<file path="src/rtl/irdig_pkg.sv">
package irdig_pkg;

	localparam int VALUE_WIDTH = 32;
	localparam int RADIX_W = 6;
	localparam int DIGIT_LIMIT = 10;
	localparam int STEP_W = (VALUE_WIDTH > 1) ? $clog2(VALUE_WIDTH) : 1;
	localparam int CNT_W = $clog2(VALUE_WIDTH + 1);
	localparam int IDX_W = (VALUE_WIDTH > 1) ? $clog2(VALUE_WIDTH) : 1;

	localparam logic [RADIX_W-1:0] RADIX_MIN = RADIX_W'(2);
	localparam logic [RADIX_W-1:0] RADIX_MAX = RADIX_W'(36);

	localparam logic [6:0] CHAR_MINUS = 7'd45;
	localparam logic [6:0] CHAR_ZERO = 7'd48;
	localparam logic [6:0] CHAR_A = 7'd65;

	typedef struct packed {
		logic signed [31:0] value;
		logic [RADIX_W-1:0] radix;
	} number_t;

	typedef struct packed {
		logic [6:0] char_code;
		logic last;
	} char_t;

	typedef struct packed {
		logic start;
		logic [VALUE_WIDTH-1:0] dividend;
		logic [RADIX_W-1:0] divisor;
	} div_req_t;

	typedef struct packed {
		logic done;
		logic [VALUE_WIDTH-1:0] quotient;
		logic [RADIX_W-1:0] remainder;
	} div_rsp_t;

	function automatic logic [6:0] digit_char(input logic [RADIX_W-1:0] d);
		logic [6:0] code;
		if (d < RADIX_W'(DIGIT_LIMIT)) begin
			code = CHAR_ZERO + 7'(d);
		end else begin
			code = CHAR_A + 7'(d) - 7'(DIGIT_LIMIT);
		end
		return code;
	endfunction

endpackage

</file>
<file path="src/rtl/irdig_div.sv">
module irdig_div (
	input  logic                clk,
	input  logic                arst_n,
	input  irdig_pkg::div_req_t req,
	output irdig_pkg::div_rsp_t rsp
);

	localparam int W = irdig_pkg::VALUE_WIDTH;
	localparam int RW = irdig_pkg::RADIX_W;

	logic busy_q;
	logic done_q;
	logic [irdig_pkg::STEP_W-1:0] step_q;
	logic [W-1:0] quo_q;
	logic [RW-1:0] rem_q;
	logic [RW-1:0] div_q;

	logic [RW:0] trial;
	logic [RW:0] diff;
	logic ge;
	logic [RW-1:0] rem_next;

	always_comb begin
		trial = {rem_q, quo_q[W-1]};
		diff = trial - {1'b0, div_q};
		ge = trial >= {1'b0, div_q};
		rem_next = ge ? diff[RW-1:0] : trial[RW-1:0];
	end

	always_ff @(posedge clk or negedge arst_n) begin
		if (!arst_n) begin
			busy_q <= 1'b0;
			done_q <= 1'b0;
			step_q <= '0;
		end else begin
			done_q <= 1'b0;
			if (req.start) begin
				busy_q <= 1'b1;
				step_q <= irdig_pkg::STEP_W'(W - 1);
			end else if (busy_q) begin
				if (step_q == '0) begin
					busy_q <= 1'b0;
					done_q <= 1'b1;
				end else begin
					step_q <= step_q - 1'b1;
				end
			end
		end
	end

	always_ff @(posedge clk) begin
		if (req.start) begin
			quo_q <= req.dividend;
			rem_q <= '0;
			div_q <= req.divisor;
		end else if (busy_q) begin
			quo_q <= {quo_q[W-2:0], ge};
			rem_q <= rem_next;
		end
	end

	assign rsp.done = done_q;
	assign rsp.quotient = quo_q;
	assign rsp.remainder = rem_q;

	a_rem_below_divisor: assert property (@(posedge clk) disable iff (!arst_n)
		done_q |-> (rem_q < div_q))
		else $error("remainder not below divisor");

	a_no_start_when_busy: assert property (@(posedge clk) disable iff (!arst_n)
		req.start |-> !busy_q)
		else $error("division started while busy");

	a_done_single: assert property (@(posedge clk) disable iff (!arst_n)
		done_q |=> !done_q)
		else $error("done held for more than one cycle");

endmodule

</file>
<file path="src/rtl/integer_to_radix_digits.sv">
// Each digit takes one run of the single divider (32 shift-subtract steps,
// plus start and hand-back); the characters are then emitted, sign first.
// A new number is taken only when idle, after the last character of the
// previous one has been registered; num_stall is high at all other times.
// Reset: arst_n clears the sequencer and the output valid at once.
module integer_to_radix_digits (
	input  logic               clk,
	input  logic               arst_n,
	input  logic               num_valid,
	output logic               num_stall,
	input  irdig_pkg::number_t num,
	output logic               chr_valid,
	input  logic               chr_stall,
	output irdig_pkg::char_t   chr
);

	localparam int W = irdig_pkg::VALUE_WIDTH;
	localparam int RW = irdig_pkg::RADIX_W;

	typedef enum logic [1:0] {ST_IDLE, ST_DIV, ST_EMIT} state_t;

	state_t state_q;
	logic start_q;
	logic neg_q;
	logic chr_valid_q;
	irdig_pkg::char_t chr_q;
	logic [irdig_pkg::CNT_W-1:0] cnt_q;
	logic [W-1:0] mag_q;
	logic [RW-1:0] radix_q;
	logic [RW-1:0] dig_q [W];

	irdig_pkg::div_req_t req;
	irdig_pkg::div_rsp_t rsp;

	logic accept;
	logic chr_free;
	logic [W-1:0] raw;
	logic [W-1:0] mag_in;
	logic neg_in;
	logic [RW-1:0] radix_in;
	logic [irdig_pkg::CNT_W-1:0] cnt_m1;
	logic [irdig_pkg::IDX_W-1:0] rd_idx;
	logic dig_we;
	logic [irdig_pkg::IDX_W-1:0] dig_wa;
	logic [RW-1:0] dig_wd;

	always_comb begin
		accept = num_valid && (state_q == ST_IDLE);
		chr_free = !chr_valid_q || !chr_stall;
		raw = num.value[W-1:0];
		neg_in = raw[W-1];
		mag_in = neg_in ? (~raw + 1'b1) : raw;
		if (num.radix < irdig_pkg::RADIX_MIN) begin
			radix_in = irdig_pkg::RADIX_MIN;
		end else if (num.radix > irdig_pkg::RADIX_MAX) begin
			radix_in = irdig_pkg::RADIX_MAX;
		end else begin
			radix_in = num.radix;
		end
		cnt_m1 = cnt_q - 1'b1;
		rd_idx = cnt_m1[irdig_pkg::IDX_W-1:0];
		dig_we = 1'b0;
		dig_wa = cnt_q[irdig_pkg::IDX_W-1:0];
		dig_wd = rsp.remainder;
		if (accept && (mag_in == '0)) begin
			dig_we = 1'b1;
			dig_wa = '0;
			dig_wd = '0;
		end else if ((state_q == ST_DIV) && rsp.done) begin
			dig_we = 1'b1;
		end
	end

	assign req.start = start_q;
	assign req.dividend = mag_q;
	assign req.divisor = radix_q;

	irdig_div u_div (
		.clk    (clk),
		.arst_n (arst_n),
		.req    (req),
		.rsp    (rsp)
	);

	always_ff @(posedge clk) begin
		if (dig_we) begin
			dig_q[dig_wa] <= dig_wd;
		end
	end

	always_ff @(posedge clk or negedge arst_n) begin
		if (!arst_n) begin
			state_q <= ST_IDLE;
			start_q <= 1'b0;
			neg_q <= 1'b0;
			chr_valid_q <= 1'b0;
			chr_q <= '0;
			cnt_q <= '0;
			mag_q <= '0;
			radix_q <= '0;
		end else begin
			start_q <= 1'b0;
			if (chr_valid_q && !chr_stall) begin
				chr_valid_q <= 1'b0;
			end
			unique case (state_q)
				ST_IDLE: begin
					if (accept) begin
						neg_q <= neg_in;
						mag_q <= mag_in;
						radix_q <= radix_in;
						if (mag_in == '0) begin
							cnt_q <= irdig_pkg::CNT_W'(1);
							state_q <= ST_EMIT;
						end else begin
							cnt_q <= '0;
							start_q <= 1'b1;
							state_q <= ST_DIV;
						end
					end
				end
				ST_DIV: begin
					if (rsp.done) begin
						cnt_q <= cnt_q + 1'b1;
						mag_q <= rsp.quotient;
						if (rsp.quotient == '0) begin
							state_q <= ST_EMIT;
						end else begin
							start_q <= 1'b1;
						end
					end
				end
				ST_EMIT: begin
					if (chr_free) begin
						chr_valid_q <= 1'b1;
						if (neg_q) begin
							neg_q <= 1'b0;
							chr_q.char_code <= irdig_pkg::CHAR_MINUS;
							chr_q.last <= 1'b0;
						end else begin
							chr_q.char_code <= irdig_pkg::digit_char(dig_q[rd_idx]);
							chr_q.last <= (cnt_q == irdig_pkg::CNT_W'(1));
							cnt_q <= cnt_m1;
							if (cnt_q == irdig_pkg::CNT_W'(1)) begin
								state_q <= ST_IDLE;
							end
						end
					end
				end
				default: begin
					state_q <= ST_IDLE;
				end
			endcase
		end
	end

	assign num_stall = (state_q != ST_IDLE);
	assign chr_valid = chr_valid_q;
	assign chr = chr_q;

	a_done_in_div: assert property (@(posedge clk) disable iff (!arst_n)
		rsp.done |-> (state_q == ST_DIV))
		else $error("divider result outside division state");

	a_start_in_div: assert property (@(posedge clk) disable iff (!arst_n)
		start_q |-> (state_q == ST_DIV))
		else $error("division started outside division state");

	a_emit_has_digits: assert property (@(posedge clk) disable iff (!arst_n)
		(state_q == ST_EMIT) |-> (cnt_q != '0))
		else $error("emitting with no digits stored");

	a_digit_room: assert property (@(posedge clk) disable iff (!arst_n)
		((state_q == ST_DIV) && rsp.done) |-> (cnt_q < irdig_pkg::CNT_W'(W)))
		else $error("digit buffer overflow");

endmodule
</file>
<file path="config.mk">
export PLATFORM = sky130hd
export DESIGN_NAME = integer_to_radix_digits
export DESIGN_NICKNAME = d
export VERILOG_FILES = /design/src/rtl/irdig_pkg.sv /design/src/rtl/irdig_div.sv /design/src/rtl/integer_to_radix_digits.sv
export SDC_FILE = /design/constraint.sdc
export NUM_CORES = 1
export LEC_CHECK = 0
export ABC_AREA = 1
export ABC_CLOCK_PERIOD_IN_PS = 5700
export BUFFER_PORTS_ARGS = -buffer_cell sky130_fd_sc_hd__buf_4
export CORE_ASPECT_RATIO = 1.75
export CORE_MARGIN = 3
export CORE_UTILIZATION = 40
export CTS_BUF_LIST = sky130_fd_sc_hd__clkbuf_4 sky130_fd_sc_hd__clkbuf_8
export DETAILED_ROUTE_END_ITERATION = 8
export MAX_ROUTING_LAYER = met4
export PLACE_DENSITY = 0.58
export SKIP_CTS_REPAIR_TIMING = 1
export SLEW_MARGIN = 5
export SYNTH_ARGS = -nofsm -noshare
export SYNTH_HDL_FRONTEND = slang
export SYNTH_SLANG_ARGS = --single-unit
</file>
<file path="constraint.sdc">
create_clock -name clk -period 5.7 [get_ports clk]
set_input_delay 1.14 -clock clk [delete_from_list [all_inputs] [get_ports clk]]
set_output_delay 1.14 -clock clk [all_outputs]
set_load 0.01 [all_outputs]
</file>
==> flow_summary.json <==
{
  "synthArstFlopShare": 0.2133,
  "die_w_um": 151.1,
  "multi_input_area_um2": 5156,
  "grt-ovfl-total": 0,
  "num_io_pins": 52,
  "slew-limit-headroom": 0.1866,
  "p_leak_uw": 0.006496,
  "synth_area_um2": 14730,
  "tightest_slew_ns": 1.219,
  "setup_ws_ns": 1.838,
  "fin_crit_sh": 0.6776,
  "grt_util_all_layers": 0.2181,
  "final_common_cell": "nand2_1",
  "r2r_end": "chr[4]",
  "slew_viol_final": 0,
  "min_from": "radix_q[5]",
  "grt_pass1_vias": 11600,
  "vdd_ir_drop_max_mv": 0.1133,
  "area_delta_synth_final_pct": 11.54,
  "cts.sinks": 300,
  "ant_nets": 0,
  "drtIter0Drc": 643,
  "clockRootBuffer": "clkbuf_8",
  "route.detailed.drc": 0,
  "power_density_nw_per_um2": 262.7,
  "final_cell_mix": "nand2_1 (405), edfxtp_1 (230), nor2_1 (201), inv_1 (161), o21ai_0 (160)",
  "syn_nets": 1687,
  "setup_violations": 0,
  "finalWirelength_mm": 40.52,
  "fillCellCount": 3574,
  "critPathKind": "input pin to register",
  "synth-main-ff-cell": "edfxtp_1",
  "hold_path_end": "u_div.div_q[5]",
  "skew_ns": 0.02647,
  "r2r_start": "cnt_q[1]",
  "clk_latency_ns": 0.57,
  "ys_ff_latch": 300,
  "place_hpwl_mm": 28.37,
  "vias": 11350,
  "cp_max_fo": 32,
  "hp-class": "register to register",
  "drt_first_pass_iters": 5,
  "rr_worst_depth": 15,
  "fin_nets": 1725,
  "antenna_found_initial": 1,
  "grt_pass1_wl_mm": 63.39,
  "via_per_inst": 5.236,
  "rows": 92,
  "clock_tree.buffer_depth": 3,
  "die_h_um": 259.9,
  "synth_edf_count": 230,
  "fmax_mhz": 258.9,
  "grt_max_degree": 100,
  "regArea_um2": 8631,
  "syn_area_per_cell_um2": 9.061,
  "post_drt_wl_per_cell_um": 18.69,
  "ff2ff_setup_slack_ns": 2.09,
  "tns_ns": 0,
  "gp_congestion": 0.9674,
  "numCtsBuffers": 43,
  "start_util": 0.4076,
  "finalCriticalPeriod_ns": 3.862,
  "worstPathRequired_ns": 5.78,
  "hold_viol": 0,
  "rsz0062_at_grt": "false",
  "yosysWarnings": 0,
  "pre_cts_ws_ns": 1.245,
  "max_cap_violations": 0,
  "cts_tree": "done",
  "critPathLaunchType": "input pin",
  "die_area_um2": 39260,
  "run_status": "completed",
  "core_area_um2": 36140,
  "yosysUniqueCellTypes": 45,
  "cp.arrival_ns": 3.94,
  "hold_path_depth": 0,
  "portBuffers": 51,
  "ys_seq_area_frac": 0.5856,
  "h-tree-depth": 2,
  "critPathCaptureType": "register",
  "drive_above_1_share": 0.09723,
  "cts.clk_slew.worst_paths_ns": 0.07,
  "syn_inst": 1626
}
## area by class of cell
| type | instances | share of cell area |
|---|---|---|
| sequential | 300 | 0.5252 |
| timing repair buffer | 66 | 0.03015 |
| tap | 470 | 0.03578 |
| antenna | 1 | 0.0001523 |
| clock inverter | 22 | 0.01386 |
| clock buffer | 56 | 0.04386 |
| inverter | 163 | 0.03723 |
| multi-input combinational | 1090 | 0.3138 |
## per-stage QoR
step | hold slack, ns | util | cells | cell area [um2] | power [uW]
6_report | 0.4497 | 0.4547 | 2168 | 16430 | 4316
4_1_cts | 0.4365 | 0.4546 | 2167 | 16430 | 4361
3_3_place_gp | 0.4339 | 0.4283 | 2089 | 15480 | 2490
2_1_floorplan | 0.4197 | - | 1626 | 14730 | 2427
5_1_grt | 0.4482 | 0.4547 | 2168 | 16430 | 4464
3_5_place_dp | 0.4364 | 0.4283 | 2089 | 15480 | 2490
## worst max path at each step
| stage | from | endpoint | slack [ns] | cells after the start |
|---|---|---|---|---|
| global route | num[7] | dig_q[13][0] | 1.55 | 16 |
| global placement | num[6] | dig_q[17][0] | 1.24 | 16 |
| CTS | num[7] | dig_q[13][0] | 1.83 | 16 |
| floorplan | num[6] | dig_q[0][0] | 2.44 | 16 |
| detailed placement | num[7] | dig_q[17][0] | 1.24 | 16 |
| finish | num[7] | dig_q[31][3] | 1.84 | 16 |
## cells by family (layout without fill, tap and decap cells)
| family | after synthesis | in the layout | synth area share |
|---|---|---|---|
| AOI/OAI and AO/OA | 260 | 260 | 0.09758 |
| xor gates and xnor gates | 11 | 11 | 0.007049 |
| DFF | 300 | 300 | 0.5856 |
| buffers and inverters | 236 | 307 | 0.06522 |
| adders and majority gates | 19 | 19 | 0.01665 |
| and+or+nand+nor | 800 | 800 | 0.2279 |
| other | 0 | 1 | 0 |
## synthesized netlist by cell type, drive strengths merged, types with 14 or more instances
library cell | number | area, um2
edfxtp | 230 | 6907
dfrtp | 64 | 1602
nand4 | 14 | 87.58
inv | 163 | 611.8
clkbuf | 31 | 116.4
o21ai | 161 | 809.5
nand3 | 140 | 728.2
o211ai | 30 | 225.2
nand2 | 413 | 1570
ha | 18 | 225.2
buf | 42 | 232.7
nor2 | 209 | 814.5
a21oi | 44 | 220.2
## power breakdown
| part | switching [uW] | internal [uW] | total [uW] |
|---|---|---|---|
| Combinational | 77.2 | 39.5 | 117 |
| Sequential | 0.0000000000000310 | 2330 | 2330 |
| Clock | 816 | 1060 | 1870 |
| Total | 894 | 3420 | 4320 |
## worst max-delay path: stages
cell and delay (ns):
buf_4 0.11, inv_1 0.08, ha_1 0.23, nand2_2 0.12
nor2_4 0.27, nand2_1 0.12, nand3b_1 0.10, nand2_1 0.08
nor2_1 0.10, nand2_1 0.12, nor2_1 0.12, nand2_1 0.09
nor2_2 0.28, nand3_4 0.31, nand2_1 0.14, inv_1 0.51
## metal layers
metal,GRT usage,part of all wire,wire length [um],vias up
met2,0.4047,0.56,22520,328
met5,-,0,0,-
met3,0.02999,0.042,1710,128
li1,-,-,-,5526
met1,0.2126,0.34,13680,5369
met4,0.1238,0.065,2616,0
## state kept, by name (all words and copies together), names as in the netlist, 2 cells and up
name,count
chr,8
cnt_q,6
dig_q,192
mag_q,32
radix_q,6
state_q,2
u_div.div_q,6
u_div.quo_q,32
u_div.rem_q,6
u_div.step_q,5
Power figures use the tool's default switching activity.
